**src/rtl/core/ffcha_pkg.sv**
```systemverilog
// Package for the first-fit chunk heap allocator: sizes, codes, the work item
// that passes from the front end to the back end, and the heap size clamp.
// Depends on nothing; every other file of the block but ffcha_ram uses it.
package ffcha_pkg;

   localparam int MAX_CHUNKS  = 64;
   localparam int IDX_W       = (MAX_CHUNKS > 1) ? $clog2(MAX_CHUNKS) : 1;
   localparam int CNT_W       = $clog2(MAX_CHUNKS + 1);
   localparam int SIZE_W      = 25;
   localparam int ADDR_W      = 32;
   localparam int START_W     = 24;
   localparam int STATUS_W    = 3;
   localparam int CMD_W       = 2;
   localparam int CSR_W       = 32;
   localparam int CSR_IDX_W   = 1;
   localparam int CHUNK_W     = START_W + SIZE_W;
   localparam int QUEUE_DEPTH = 2;
   localparam int QPTR_W      = (QUEUE_DEPTH > 1) ? $clog2(QUEUE_DEPTH) : 1;
   localparam int QCNT_W      = $clog2(QUEUE_DEPTH + 1);

   localparam logic [SIZE_W-1:0] HEAP_LIMIT = SIZE_W'(1 << START_W);
   localparam logic [SIZE_W-1:0] BYTES_MAX  = '1;

   localparam logic [CSR_IDX_W-1:0] CSR_BASE_ADDRESS = 1'b0;
   localparam logic [CSR_IDX_W-1:0] CSR_HEAP_SIZE    = 1'b1;

   typedef enum logic [CMD_W-1:0] {
      CMD_ALLOC = 2'd0,
      CMD_FREE  = 2'd1,
      CMD_QUERY = 2'd2,
      CMD_CLEAR = 2'd3
   } cmd_type;

   typedef enum logic [STATUS_W-1:0] {
      STS_OK         = 3'd0,
      STS_BAD_SIZE   = 3'd1,
      STS_NO_MEMORY  = 3'd2,
      STS_TABLE_FULL = 3'd3,
      STS_UNTRACKED  = 3'd4
   } status_type;

   typedef enum logic [2:0] {
      OP_ALLOC    = 3'd0,
      OP_FREE     = 3'd1,
      OP_QUERY    = 3'd2,
      OP_CLEAR    = 3'd3,
      OP_BAD_SIZE = 3'd4
   } op_type;

   typedef enum logic [2:0] {
      BK_IDLE   = 3'b001,
      BK_SCAN   = 3'b010,
      BK_FINISH = 3'b100
   } back_state_type;

   typedef struct packed {
      op_type              op;
      logic [SIZE_W-1:0]   request_bytes;
      logic [ADDR_W-1:0]   offset;
      logic                inside_heap;
   } work_type;

   function automatic logic [SIZE_W-1:0] effective_size(input logic [SIZE_W-1:0] heap_size);
      effective_size = (heap_size > HEAP_LIMIT) ? HEAP_LIMIT : heap_size;
   endfunction

endpackage

```
**src/rtl/core/ffcha_ram.sv**
```systemverilog
// Generic single-write, single-read RAM with a registered read port.
// Depends on nothing.
module ffcha_ram #(
   parameter int WIDTH = 8,
   parameter int DEPTH = 2
) (
   input  logic                                        clock,
   input  logic                                        wr_en,
   input  logic [((DEPTH > 1) ? $clog2(DEPTH) : 1)-1:0] wr_addr,
   input  logic [WIDTH-1:0]                            wr_data,
   input  logic [((DEPTH > 1) ? $clog2(DEPTH) : 1)-1:0] rd_addr,
   output logic [WIDTH-1:0]                            rd_data
);

   logic [WIDTH-1:0] mem_ff [DEPTH];
   logic [WIDTH-1:0] rd_data_ff;

   always_ff @(posedge clock) begin
      if (wr_en) begin
         mem_ff[wr_addr] <= wr_data;
      end
      rd_data_ff <= mem_ff[rd_addr];
   end

   assign rd_data = rd_data_ff;

endmodule

```
**src/rtl/core/ffcha_front.sv**
```systemverilog
// Front end: takes request items, checks the allocation size, works out the
// heap offset and the membership test, and hands a work item to the queue.
// Depends on ffcha_pkg.
module ffcha_front (
   input  logic                          req_valid,
   output logic                          req_ready,
   input  logic [ffcha_pkg::CMD_W-1:0]   req_command,
   input  logic [ffcha_pkg::SIZE_W-1:0]  req_request_bytes,
   input  logic [ffcha_pkg::ADDR_W-1:0]  req_target_address,
   input  logic [ffcha_pkg::ADDR_W-1:0]  base_address,
   input  logic [ffcha_pkg::SIZE_W-1:0]  heap_size,
   input  logic                          queue_full,
   output logic                          push,
   output ffcha_pkg::work_type           push_data
);

   logic [ffcha_pkg::SIZE_W-1:0] eff_size;
   logic                         bad_size;
   logic [ffcha_pkg::ADDR_W:0]   heap_end;
   logic                         in_range;

   always_comb begin
      eff_size = ffcha_pkg::effective_size(heap_size);
      bad_size = (req_request_bytes == '0) || (req_request_bytes > eff_size);
      heap_end = {1'b0, base_address}
               + {{(ffcha_pkg::ADDR_W + 1 - ffcha_pkg::SIZE_W){1'b0}}, eff_size};
      in_range = (req_target_address >= base_address)
              && ({1'b0, req_target_address} < heap_end);

      push_data.request_bytes = req_request_bytes;
      push_data.offset        = req_target_address - base_address;
      push_data.inside_heap   = 1'b0;
      case (ffcha_pkg::cmd_type'(req_command))
         ffcha_pkg::CMD_ALLOC: begin
            push_data.op = bad_size ? ffcha_pkg::OP_BAD_SIZE : ffcha_pkg::OP_ALLOC;
         end
         ffcha_pkg::CMD_FREE: begin
            push_data.op = ffcha_pkg::OP_FREE;
         end
         ffcha_pkg::CMD_QUERY: begin
            push_data.op          = ffcha_pkg::OP_QUERY;
            push_data.inside_heap = in_range;
         end
         default: begin
            push_data.op = ffcha_pkg::OP_CLEAR;
         end
      endcase
   end

   assign req_ready = !queue_full;
   assign push      = req_valid && !queue_full;

endmodule

```
**src/rtl/core/ffcha_queue.sv**
```systemverilog
// Short work queue between the front end and the back end.
// Depends on ffcha_pkg.
module ffcha_queue (
   input  logic                clock,
   input  logic                reset,
   input  logic                push,
   input  ffcha_pkg::work_type push_data,
   output logic                full,
   input  logic                pop,
   output logic                head_valid,
   output ffcha_pkg::work_type head_data
);

   ffcha_pkg::work_type                entries_ff [ffcha_pkg::QUEUE_DEPTH];
   logic [ffcha_pkg::QPTR_W-1:0]       wr_ptr_ff, wr_ptr_in;
   logic [ffcha_pkg::QPTR_W-1:0]       rd_ptr_ff, rd_ptr_in;
   logic [ffcha_pkg::QCNT_W-1:0]       count_ff, count_in;

   function automatic logic [ffcha_pkg::QPTR_W-1:0] next_ptr(
      input logic [ffcha_pkg::QPTR_W-1:0] ptr);
      if (ptr == ffcha_pkg::QPTR_W'(ffcha_pkg::QUEUE_DEPTH - 1)) begin
         next_ptr = '0;
      end else begin
         next_ptr = ptr + 1'b1;
      end
   endfunction

   always_comb begin
      wr_ptr_in = push ? next_ptr(wr_ptr_ff) : wr_ptr_ff;
      rd_ptr_in = pop ? next_ptr(rd_ptr_ff) : rd_ptr_ff;
      count_in  = count_ff;
      if (push && !pop) begin
         count_in = count_ff + 1'b1;
      end else if (pop && !push) begin
         count_in = count_ff - 1'b1;
      end
   end

   always_ff @(posedge clock) begin
      if (reset) begin
         wr_ptr_ff <= '0;
         rd_ptr_ff <= '0;
         count_ff  <= '0;
      end else begin
         wr_ptr_ff <= wr_ptr_in;
         rd_ptr_ff <= rd_ptr_in;
         count_ff  <= count_in;
      end
   end

   always_ff @(posedge clock) begin
      if (push) begin
         entries_ff[wr_ptr_ff] <= push_data;
      end
   end

   assign full       = (count_ff == ffcha_pkg::QCNT_W'(ffcha_pkg::QUEUE_DEPTH));
   assign head_valid = (count_ff != '0);
   assign head_data  = entries_ff[rd_ptr_ff];

endmodule

```
**src/rtl/core/ffcha_back.sv**
```systemverilog
// Back end: scans the chunk table one entry a cycle, reuses, appends, releases or
// clears chunks, keeps the used-byte count and holds the response register.
// Depends on ffcha_pkg and ffcha_ram.
module ffcha_back (
   input  logic                            clock,
   input  logic                            reset,
   input  logic                            head_valid,
   input  ffcha_pkg::work_type             head_data,
   output logic                            pop,
   input  logic [ffcha_pkg::ADDR_W-1:0]    base_address,
   input  logic [ffcha_pkg::SIZE_W-1:0]    heap_size,
   output logic                            rsp_valid,
   input  logic                            rsp_ready,
   output logic [ffcha_pkg::STATUS_W-1:0]  rsp_status,
   output logic [ffcha_pkg::ADDR_W-1:0]    rsp_granted_address,
   output logic                            rsp_inside_heap,
   output logic [ffcha_pkg::SIZE_W-1:0]    rsp_bytes_in_use
);

   localparam int PAD_START = ffcha_pkg::ADDR_W - ffcha_pkg::START_W;
   localparam int PAD_SIZE  = ffcha_pkg::ADDR_W - ffcha_pkg::SIZE_W;

   ffcha_pkg::back_state_type              state_ff, state_in;
   ffcha_pkg::work_type                    work_ff, work_in;
   logic [ffcha_pkg::CNT_W-1:0]            rd_idx_ff, rd_idx_in;
   logic                                   chk_valid_ff, chk_valid_in;
   logic [ffcha_pkg::IDX_W-1:0]            chk_idx_ff, chk_idx_in;
   logic                                   found_ff, found_in;
   logic [ffcha_pkg::IDX_W-1:0]            hit_idx_ff, hit_idx_in;
   logic [ffcha_pkg::START_W-1:0]          hit_start_ff, hit_start_in;
   logic [ffcha_pkg::SIZE_W-1:0]           hit_len_ff, hit_len_in;
   logic [ffcha_pkg::MAX_CHUNKS-1:0]       in_use_ff, in_use_in;
   logic [ffcha_pkg::CNT_W-1:0]            chunk_count_ff, chunk_count_in;
   logic [ffcha_pkg::SIZE_W-1:0]           end_ff, end_in;
   logic [ffcha_pkg::SIZE_W-1:0]           used_ff, used_in;
   logic                                   rsp_valid_ff, rsp_valid_in;
   logic [ffcha_pkg::STATUS_W-1:0]         rsp_status_ff, rsp_status_in;
   logic [ffcha_pkg::ADDR_W-1:0]           rsp_granted_ff, rsp_granted_in;
   logic                                   rsp_inside_ff, rsp_inside_in;
   logic [ffcha_pkg::SIZE_W-1:0]           rsp_bytes_ff, rsp_bytes_in;

   logic                                   wr_en;
   logic [ffcha_pkg::CHUNK_W-1:0]          wr_data;
   logic [ffcha_pkg::CHUNK_W-1:0]          rd_data;
   logic [ffcha_pkg::START_W-1:0]          ram_start;
   logic [ffcha_pkg::SIZE_W-1:0]           ram_len;
   logic                                   hit;
   logic                                   out_free;
   logic [ffcha_pkg::SIZE_W-1:0]           eff_size;
   logic [ffcha_pkg::SIZE_W:0]             reuse_sum;
   logic [ffcha_pkg::SIZE_W:0]             append_used;
   logic [ffcha_pkg::SIZE_W:0]             append_end;

   ffcha_ram #(
      .WIDTH (ffcha_pkg::CHUNK_W),
      .DEPTH (ffcha_pkg::MAX_CHUNKS)
   ) u_chunk_ram (
      .clock   (clock),
      .wr_en   (wr_en),
      .wr_addr (chunk_count_ff[ffcha_pkg::IDX_W-1:0]),
      .wr_data (wr_data),
      .rd_addr (rd_idx_ff[ffcha_pkg::IDX_W-1:0]),
      .rd_data (rd_data)
   );

   always_comb begin
      ram_start   = rd_data[ffcha_pkg::CHUNK_W-1:ffcha_pkg::SIZE_W];
      ram_len     = rd_data[ffcha_pkg::SIZE_W-1:0];
      wr_data     = {end_ff[ffcha_pkg::START_W-1:0], work_ff.request_bytes};
      out_free    = !rsp_valid_ff || rsp_ready;
      eff_size    = ffcha_pkg::effective_size(heap_size);
      reuse_sum   = {1'b0, used_ff} + {1'b0, hit_len_ff};
      append_used = {1'b0, used_ff} + {1'b0, work_ff.request_bytes};
      append_end  = {1'b0, end_ff} + {1'b0, work_ff.request_bytes};

      if (work_ff.op == ffcha_pkg::OP_FREE) begin
         hit = in_use_ff[chk_idx_ff]
            && ({{PAD_START{1'b0}}, ram_start} == work_ff.offset);
      end else begin
         hit = !in_use_ff[chk_idx_ff] && (ram_len >= work_ff.request_bytes);
      end

      state_in       = state_ff;
      work_in        = work_ff;
      rd_idx_in      = rd_idx_ff;
      chk_valid_in   = 1'b0;
      chk_idx_in     = chk_idx_ff;
      found_in       = found_ff;
      hit_idx_in     = hit_idx_ff;
      hit_start_in   = hit_start_ff;
      hit_len_in     = hit_len_ff;
      in_use_in      = in_use_ff;
      chunk_count_in = chunk_count_ff;
      end_in         = end_ff;
      used_in        = used_ff;
      rsp_valid_in   = rsp_valid_ff && !rsp_ready;
      rsp_status_in  = rsp_status_ff;
      rsp_granted_in = rsp_granted_ff;
      rsp_inside_in  = rsp_inside_ff;
      rsp_bytes_in   = rsp_bytes_ff;
      pop            = 1'b0;
      wr_en          = 1'b0;

      case (state_ff)
         ffcha_pkg::BK_IDLE: begin
            if (head_valid) begin
               pop       = 1'b1;
               work_in   = head_data;
               rd_idx_in = '0;
               found_in  = 1'b0;
               if ((head_data.op == ffcha_pkg::OP_ALLOC)
                   || (head_data.op == ffcha_pkg::OP_FREE)) begin
                  state_in = ffcha_pkg::BK_SCAN;
               end else begin
                  state_in = ffcha_pkg::BK_FINISH;
               end
            end
         end
         ffcha_pkg::BK_SCAN: begin
            if (chk_valid_ff && hit) begin
               found_in     = 1'b1;
               hit_idx_in   = chk_idx_ff;
               hit_start_in = ram_start;
               hit_len_in   = ram_len;
               state_in     = ffcha_pkg::BK_FINISH;
            end else if (rd_idx_ff < chunk_count_ff) begin
               chk_valid_in = 1'b1;
               chk_idx_in   = rd_idx_ff[ffcha_pkg::IDX_W-1:0];
               rd_idx_in    = rd_idx_ff + 1'b1;
            end else if (!chk_valid_ff) begin
               state_in = ffcha_pkg::BK_FINISH;
            end
         end
         ffcha_pkg::BK_FINISH: begin
            if (out_free) begin
               state_in       = ffcha_pkg::BK_IDLE;
               rsp_valid_in   = 1'b1;
               rsp_status_in  = ffcha_pkg::STS_OK;
               rsp_granted_in = '0;
               rsp_inside_in  = 1'b0;
               case (work_ff.op)
                  ffcha_pkg::OP_ALLOC: begin
                     if (found_ff) begin
                        in_use_in[hit_idx_ff] = 1'b1;
                        used_in        = reuse_sum[ffcha_pkg::SIZE_W]
                                       ? ffcha_pkg::BYTES_MAX
                                       : reuse_sum[ffcha_pkg::SIZE_W-1:0];
                        rsp_granted_in = base_address + {{PAD_START{1'b0}}, hit_start_ff};
                     end else if (append_end > {1'b0, eff_size}) begin
                        rsp_status_in = ffcha_pkg::STS_NO_MEMORY;
                     end else if (chunk_count_ff >=
                                  ffcha_pkg::CNT_W'(ffcha_pkg::MAX_CHUNKS)) begin
                        rsp_status_in = ffcha_pkg::STS_TABLE_FULL;
                     end else begin
                        wr_en = 1'b1;
                        in_use_in[chunk_count_ff[ffcha_pkg::IDX_W-1:0]] = 1'b1;
                        chunk_count_in = chunk_count_ff + 1'b1;
                        end_in         = append_end[ffcha_pkg::SIZE_W-1:0];
                        used_in        = append_used[ffcha_pkg::SIZE_W]
                                       ? ffcha_pkg::BYTES_MAX
                                       : append_used[ffcha_pkg::SIZE_W-1:0];
                        rsp_granted_in = base_address + {{PAD_SIZE{1'b0}}, end_ff};
                     end
                  end
                  ffcha_pkg::OP_FREE: begin
                     if (found_ff) begin
                        in_use_in[hit_idx_ff] = 1'b0;
                        used_in = (used_ff >= hit_len_ff) ? (used_ff - hit_len_ff) : '0;
                     end else begin
                        rsp_status_in = ffcha_pkg::STS_UNTRACKED;
                     end
                  end
                  ffcha_pkg::OP_QUERY: begin
                     rsp_inside_in = work_ff.inside_heap;
                  end
                  ffcha_pkg::OP_BAD_SIZE: begin
                     rsp_status_in = ffcha_pkg::STS_BAD_SIZE;
                  end
                  default: begin
                     in_use_in      = '0;
                     chunk_count_in = '0;
                     end_in         = '0;
                     used_in        = '0;
                  end
               endcase
               rsp_bytes_in = used_in;
            end
         end
         default: begin
            state_in = ffcha_pkg::BK_IDLE;
         end
      endcase
   end

   always_ff @(posedge clock) begin
      if (reset) begin
         state_ff       <= ffcha_pkg::BK_IDLE;
         chk_valid_ff   <= 1'b0;
         in_use_ff      <= '0;
         chunk_count_ff <= '0;
         end_ff         <= '0;
         used_ff        <= '0;
         rsp_valid_ff   <= 1'b0;
      end else begin
         state_ff       <= state_in;
         chk_valid_ff   <= chk_valid_in;
         in_use_ff      <= in_use_in;
         chunk_count_ff <= chunk_count_in;
         end_ff         <= end_in;
         used_ff        <= used_in;
         rsp_valid_ff   <= rsp_valid_in;
      end
   end

   always_ff @(posedge clock) begin
      work_ff        <= work_in;
      rd_idx_ff      <= rd_idx_in;
      chk_idx_ff     <= chk_idx_in;
      found_ff       <= found_in;
      hit_idx_ff     <= hit_idx_in;
      hit_start_ff   <= hit_start_in;
      hit_len_ff     <= hit_len_in;
      rsp_status_ff  <= rsp_status_in;
      rsp_granted_ff <= rsp_granted_in;
      rsp_inside_ff  <= rsp_inside_in;
      rsp_bytes_ff   <= rsp_bytes_in;
   end

   assign rsp_valid           = rsp_valid_ff;
   assign rsp_status          = rsp_status_ff;
   assign rsp_granted_address = rsp_granted_ff;
   assign rsp_inside_heap     = rsp_inside_ff;
   assign rsp_bytes_in_use    = rsp_bytes_ff;

endmodule

```
**src/rtl/core/first_fit_chunk_heap_allocator.sv**
```systemverilog
// Top level of the first-fit chunk heap allocator: configuration registers,
// front end, work queue and back end.
// Depends on ffcha_pkg, ffcha_front, ffcha_queue and ffcha_back.
//
//   Channel  Direction  Handshake            Payload
//   req_     in         req_valid/req_ready  command, request_bytes, target_address
//   rsp_     out        rsp_valid/rsp_ready  status, granted_address, inside_heap,
//                                            bytes_in_use
//   csr_     in         csr_write_enable     csr_index, csr_write_data
//
// With the back end idle, an allocate or free item passes from acceptance through the queue
// to a scan of the chunk table, which stops at the first matching entry or after the last
// one, and then to the output register; query, clear and bad-size items skip the scan. The
// back end reads one chunk RAM entry a cycle while it scans.
// Reset empties the table at once through the in-use flags and the chunk count.
// The front end keeps taking items while the two-entry queue has room, and the back
// end holds a finished result in its output register while the response is stalled.
module first_fit_chunk_heap_allocator (
   input  logic                              clock,
   input  logic                              reset,
   input  logic                              req_valid,
   output logic                              req_ready,
   input  logic [ffcha_pkg::CMD_W-1:0]       req_command,
   input  logic [ffcha_pkg::SIZE_W-1:0]      req_request_bytes,
   input  logic [ffcha_pkg::ADDR_W-1:0]      req_target_address,
   output logic                              rsp_valid,
   input  logic                              rsp_ready,
   output logic [ffcha_pkg::STATUS_W-1:0]    rsp_status,
   output logic [ffcha_pkg::ADDR_W-1:0]      rsp_granted_address,
   output logic                              rsp_inside_heap,
   output logic [ffcha_pkg::SIZE_W-1:0]      rsp_bytes_in_use,
   input  logic                              csr_write_enable,
   input  logic [ffcha_pkg::CSR_IDX_W-1:0]   csr_index,
   input  logic [ffcha_pkg::CSR_W-1:0]       csr_write_data
);

   logic [ffcha_pkg::ADDR_W-1:0] base_address_ff, base_address_in;
   logic [ffcha_pkg::SIZE_W-1:0] heap_size_ff, heap_size_in;

   logic                         queue_full;
   logic                         push;
   ffcha_pkg::work_type          push_data;
   logic                         pop;
   logic                         head_valid;
   ffcha_pkg::work_type          head_data;

   always_comb begin
      base_address_in = base_address_ff;
      heap_size_in    = heap_size_ff;
      if (csr_write_enable) begin
         case (csr_index)
            ffcha_pkg::CSR_BASE_ADDRESS: begin
               base_address_in = csr_write_data[ffcha_pkg::ADDR_W-1:0];
            end
            ffcha_pkg::CSR_HEAP_SIZE: begin
               heap_size_in = csr_write_data[ffcha_pkg::SIZE_W-1:0];
            end
            default: begin
               base_address_in = base_address_ff;
            end
         endcase
      end
   end

   always_ff @(posedge clock) begin
      if (reset) begin
         base_address_ff <= '0;
         heap_size_ff    <= ffcha_pkg::HEAP_LIMIT;
      end else begin
         base_address_ff <= base_address_in;
         heap_size_ff    <= heap_size_in;
      end
   end

   ffcha_front u_front (
      .req_valid          (req_valid),
      .req_ready          (req_ready),
      .req_command        (req_command),
      .req_request_bytes  (req_request_bytes),
      .req_target_address (req_target_address),
      .base_address       (base_address_ff),
      .heap_size          (heap_size_ff),
      .queue_full         (queue_full),
      .push               (push),
      .push_data          (push_data)
   );

   ffcha_queue u_queue (
      .clock      (clock),
      .reset      (reset),
      .push       (push),
      .push_data  (push_data),
      .full       (queue_full),
      .pop        (pop),
      .head_valid (head_valid),
      .head_data  (head_data)
   );

   ffcha_back u_back (
      .clock               (clock),
      .reset               (reset),
      .head_valid          (head_valid),
      .head_data           (head_data),
      .pop                 (pop),
      .base_address        (base_address_ff),
      .heap_size           (heap_size_ff),
      .rsp_valid           (rsp_valid),
      .rsp_ready           (rsp_ready),
      .rsp_status          (rsp_status),
      .rsp_granted_address (rsp_granted_address),
      .rsp_inside_heap     (rsp_inside_heap),
      .rsp_bytes_in_use    (rsp_bytes_in_use)
   );

endmodule
```
**config.mk**
```make
export PLATFORM = sky130hd
export DESIGN_NAME = first_fit_chunk_heap_allocator
export DESIGN_NICKNAME = d
export VERILOG_FILES = /design/src/rtl/core/ffcha_pkg.sv /design/src/rtl/core/ffcha_ram.sv /design/src/rtl/core/ffcha_front.sv /design/src/rtl/core/ffcha_queue.sv /design/src/rtl/core/ffcha_back.sv /design/src/rtl/core/first_fit_chunk_heap_allocator.sv
export SDC_FILE = /design/constraint.sdc
export NUM_CORES = 2
export LEC_CHECK = 0
export BUFFER_PORTS_ARGS = -buffer_cell sky130_fd_sc_hd__buf_2
export CELL_PAD_IN_SITES_DETAIL_PLACEMENT = 1
export CELL_PAD_IN_SITES_GLOBAL_PLACEMENT = 1
export CORE_MARGIN = 3
export CORE_UTILIZATION = 45
export DETAILED_ROUTE_END_ITERATION = 8
export PLACE_DENSITY = 0.71
export SLEW_MARGIN = 20
export SYNTH_ARGS = -nofsm -noshare
export SYNTH_HDL_FRONTEND = slang
export SYNTH_HIERARCHICAL = 1
export SYNTH_SLANG_ARGS = --single-unit
```
**constraint.sdc**
```tcl
create_clock -name clock -period 9.8 [get_ports clock]
set_input_delay 0.98 -clock clock [delete_from_list [all_inputs] [get_ports clock]]
set_output_delay 0.98 -clock clock [all_outputs]
set_load 0.02 [all_outputs]
```
==> results_dict.tcl <==
set metrics [dict create \
    status "finished, final reports clean" \
    instances_no_fill 14250 \
    dpl_cell_area_sq_um 162700 \
    die_h_microns 594.6 \
    slew_viol_final 0 \
    grt_pass1_wl_microns 717900 \
    cts_setup_buffers 0 \
    vias_per_cell 6.516 \
    placementRows 215 \
    path_common_cell "nand2_1" \
    routedWlPerCell_microns 35.49 \
    drc_errors 0 \
    clockRootBuffer "clkbuf_16" \
    synth.avg_cell_area_sq_um 17.19 \
    synth_cell_types 102 \
    worstMarginPinSlew_ns 1.302 \
    grt-ovfl-total 0 \
    drt-met1-wl_microns 199000 \
    synthToLayoutAreaGrowth_pct 12.32 \
    ys_ff_latch 3686 \
    postSynthCellCount 9070 \
    cpMaxStageDelayCell "nor2_4" \
    port_buffers 159 \
    drt_iter0_markers 12810 \
    vdd_drop_max_v 0.0001900 \
    fin_util_pct 50.89 \
    dpl.cell_count 13530 \
    crit_required_ns 10.41 \
    crit_path_end_kind "flop" \
    hold_path.class "in -> reg" \
    crit_family "simple AND/OR/NAND/NOR gates" \
    coreArea_sq_um 344100 \
    drv_cap 0 \
    syn_area_sq_um 155900 \
    p_leak_nw 56.95 \
    max_freq_mhz 118.9 \
    finalCriticalPeriod_ns 8.411 \
    cts_hold_buf 0 \
    post_cts_resized 0 \
    path_class "reg -> reg" \
    clkSinkCount 3686 \
    drt.antenna.violating_nets 0 \
    clk_path_buf_depth 4 \
    hold_viol 0 \
    crit_chain "ha_1 > o211ai_1 > o21ai_0 > a21o_1 > o21ai_0 > nand2_1 > a211oi_1 > nor2_1 > xor2_1 > ha_1 > nand4_1 > nor4_1 > nand2_1 > o21a_1 > nor3_1 > nand2_1 > nor2_1 > buf_4 > nand3_1 > nor2_4 > buf_4" \
    period_share_pct 85.83 \
    startpoint_type "flop" \
    ys_seq_area_share_pct 69.48 \
    syn_nets 9497 \
    dr_wl_met3_microns 53590 \
    grt_pass1_vias 94020 \
    wl_met2_microns 231600 \
    layout_commonest_cell "edfxtp_1" \
    grt_usage_pct 28.11 \
    synth_edf_count 3449 \
    pre_cts_slack_ns 1.519 \
    setup_slack_ns 1.389 \
    cp_data_arrival_time_ns 9.02 \
    power_density_nw_per_um2 256.0 \
    fin_area_sq_um 175100 \
    clk_latency_ns 0.97 \
    worst-path-buf-inv 2 \
    dr_total_vias 92830 \
    rsz0062_at_grt "false" \
    drive_above_1_share_pct 19.96 \
    fin_worst_skew_ns 0.05645 \
    cts_buffers 380 \
    slew_headroom_pct 13.19 \
    synth_ff_type "edfxtp_1" \
    htreeDepth 5 \
    first_pass_iters 5 \
    routed.top_layer "met5" \
    clk_pin_slew_worst_paths_ns 0.06 \
    async_flop_share_pct 0 \
    io_pins 160 \
    grt_max_degree 113 \
    post-dp-hpwl_microns 316300 \
    dieArea_sq_um 353500 \
    antenna_found_initial 62 \
    crit_fanout 67 \
    initial_core_util_pct 45.31 \
    critPathMaxStageDelay_ns 0.92 \
    setup_tns_ns 0 \
    place_congestion 0.9212 \
    die_x_microns 594.6 \
    finalSetupViolCount 0 \
    finalNetCount 9780 \
    wirelength_microns 505600 \
    yosysWarnings 6 \
    final_cell_mix "3449 x edfxtp_1, 728 x mux4_2, 387 x clkbuf_16, 386 x nand2_1, 322 x ha_1" \
    cts_tree "done" \
]
==> worst register-to-register path, stage by stage (launching register included) <==
cell      delay (ns)
dfxtp_4         0.89
ha_1            0.44
o211ai_1        0.35
o21ai_0         0.17
a21o_1          0.22
o21ai_0         0.34
nand2_1         0.25
a211oi_1        0.47
nor2_1          0.12
xor2_1          0.17
ha_1            0.34
nand4_1         0.15
nor4_1          0.46
nand2_1         0.13
o21a_1          0.21
nor3_1          0.26
nand2_1         0.50
nor2_1          0.32
buf_4           0.26
nand3_1         0.65
nor2_4          0.92
buf_4           0.45
==> per-stage QoR <==
| stage | hold slack, ns | power [mW] |
|---|---|---|
| finish | 0.3069 | 44.82 |
| global route | 0.2734 | 46.21 |
| CTS | 0.2427 | 44.84 |
| detailed placement | 0.4262 | 30.56 |
| global placement | 0.4213 | 30.27 |
| floorplan | 0.4082 | 25.76 |
==> where the power goes <==
group,internal [mW],leakage [nW],switching (mW),total (mW)
combinational,3.68,17.8,7.95,11.6
clock,8.14,5.97,6.19,14.3
sequential,18.4,33.2,0.416,18.9
total,30.3,56.9,14.6,44.8
==> Yosys cell counts (all sizes together) (14+ instances only) <==
| cell type | n | area share (%) |
|---|---|---|
| mux2i | 233 | 1.5 |
| a22oi | 140 | 0.67 |
| xnor2 | 104 | 0.58 |
| a21o | 110 | 0.53 |
| inv | 194 | 0.47 |
| dfxtp | 237 | 3.0 |
| edfxtp | 3449 | 66 |
| a21oi | 244 | 0.79 |
| ha | 322 | 2.6 |
| o21bai | 26 | 0.13 |
| nand2b | 120 | 0.48 |
| and2 | 41 | 0.16 |
| o221ai | 83 | 0.47 |
| nand4 | 134 | 0.54 |
| mux4 | 728 | 11 |
| clkbuf | 231 | 0.56 |
| o31ai | 25 | 0.12 |
| nor3 | 87 | 0.28 |
| a211oi | 85 | 0.42 |
| a31oi | 63 | 0.25 |
| a221oi | 80 | 0.46 |
| buf | 275 | 1.2 |
| a311oi | 15 | 0.084 |
| o21ai | 254 | 0.82 |
| nor4 | 41 | 0.17 |
| o22ai | 92 | 0.37 |
| mux2 | 64 | 0.46 |
| a2bb2oi | 72 | 0.40 |
| and3 | 72 | 0.29 |
| o311ai | 15 | 0.084 |
| nand3b | 14 | 0.067 |
| nand3 | 155 | 0.50 |
| nand2 | 392 | 0.95 |
| xor2 | 70 | 0.39 |
| nor2 | 340 | 0.82 |
| or3 | 32 | 0.13 |
| o211ai | 99 | 0.48 |
| nor2b | 70 | 0.28 |
| o21a | 43 | 0.21 |
| or2 | 18 | 0.072 |
==> state kept, by name, indices dropped and copies added (netlist names), 24 cells and up, named ones only <==
| name | cells |
|---|---|
| u_back/used_ff | 25 |
| u_back/rsp_granted_address | 32 |
| heap_size_ff | 25 |
| u_back/in_use_ff | 64 |
| u_back/u_chunk_ram/rd_data | 49 |
| u_back/hit_len_ff | 25 |
| u_back/end_ff | 25 |
| u_queue/entries_ff | 122 |
| u_back/u_chunk_ram/mem_ff | 3136 |
| u_back/rsp_bytes_in_use | 25 |
| u_back/hit_start_ff | 24 |
| u_back/work_ff | 61 |
| base_address_ff | 32 |
==> routing by layer <==
metal	GRT usage, %	vias to the layer above
li1	-	37460
met4	10.52	32
met1	39.46	48950
met3	6.104	936
met2	43.19	5455
met5	0	-
==> cells by family after synthesis <==
group | Yosys count | synth area share [%]
AND/OR/NAND/NOR | 1574 | 5.081
XOR/XNOR | 174 | 0.9776
adder cells (fa/ha/maj) | 331 | 2.694
AO/OA/AOI/OAI | 1577 | 7.075
buffers and inverters | 703 | 2.213
flip-flops | 3686 | 69.48
multiplexers | 1025 | 12.48
==> worst paths after layout <==
path	start	endpoint	slack [ns]	cells after the start
max reg2reg	u_back/end_ff[8]$_SDFFE_PP0P_	u_back/u_chunk_ram/mem_ff[38][28]$_DFFE_PP_	1.39	21
min	req_request_bytes[20]	u_queue/entries_ff[0][53]$_DFFE_PP_	0.31	1
max	u_back/end_ff[8]$_SDFFE_PP0P_	u_back/u_chunk_ram/mem_ff[38][28]$_DFFE_PP_	1.39	21
min reg2reg	u_back/u_chunk_ram/rd_data[0]$_DFF_P_	u_back/hit_len_ff[0]$_DFFE_PP_	0.44	0
==> cell type report <==
class,instances,area [sq um]
fillers,31700,169000
flip-flops and latches,3686,108400
multi-input cells,4681,44840
clock buffers,499,10200
well taps,4557,5702
repair buffers,407,3123
clock inverters,205,2062
inverters,197,742.0
diodes,14,35.03
No activity file was read; power rests on OpenSTA's default activity.
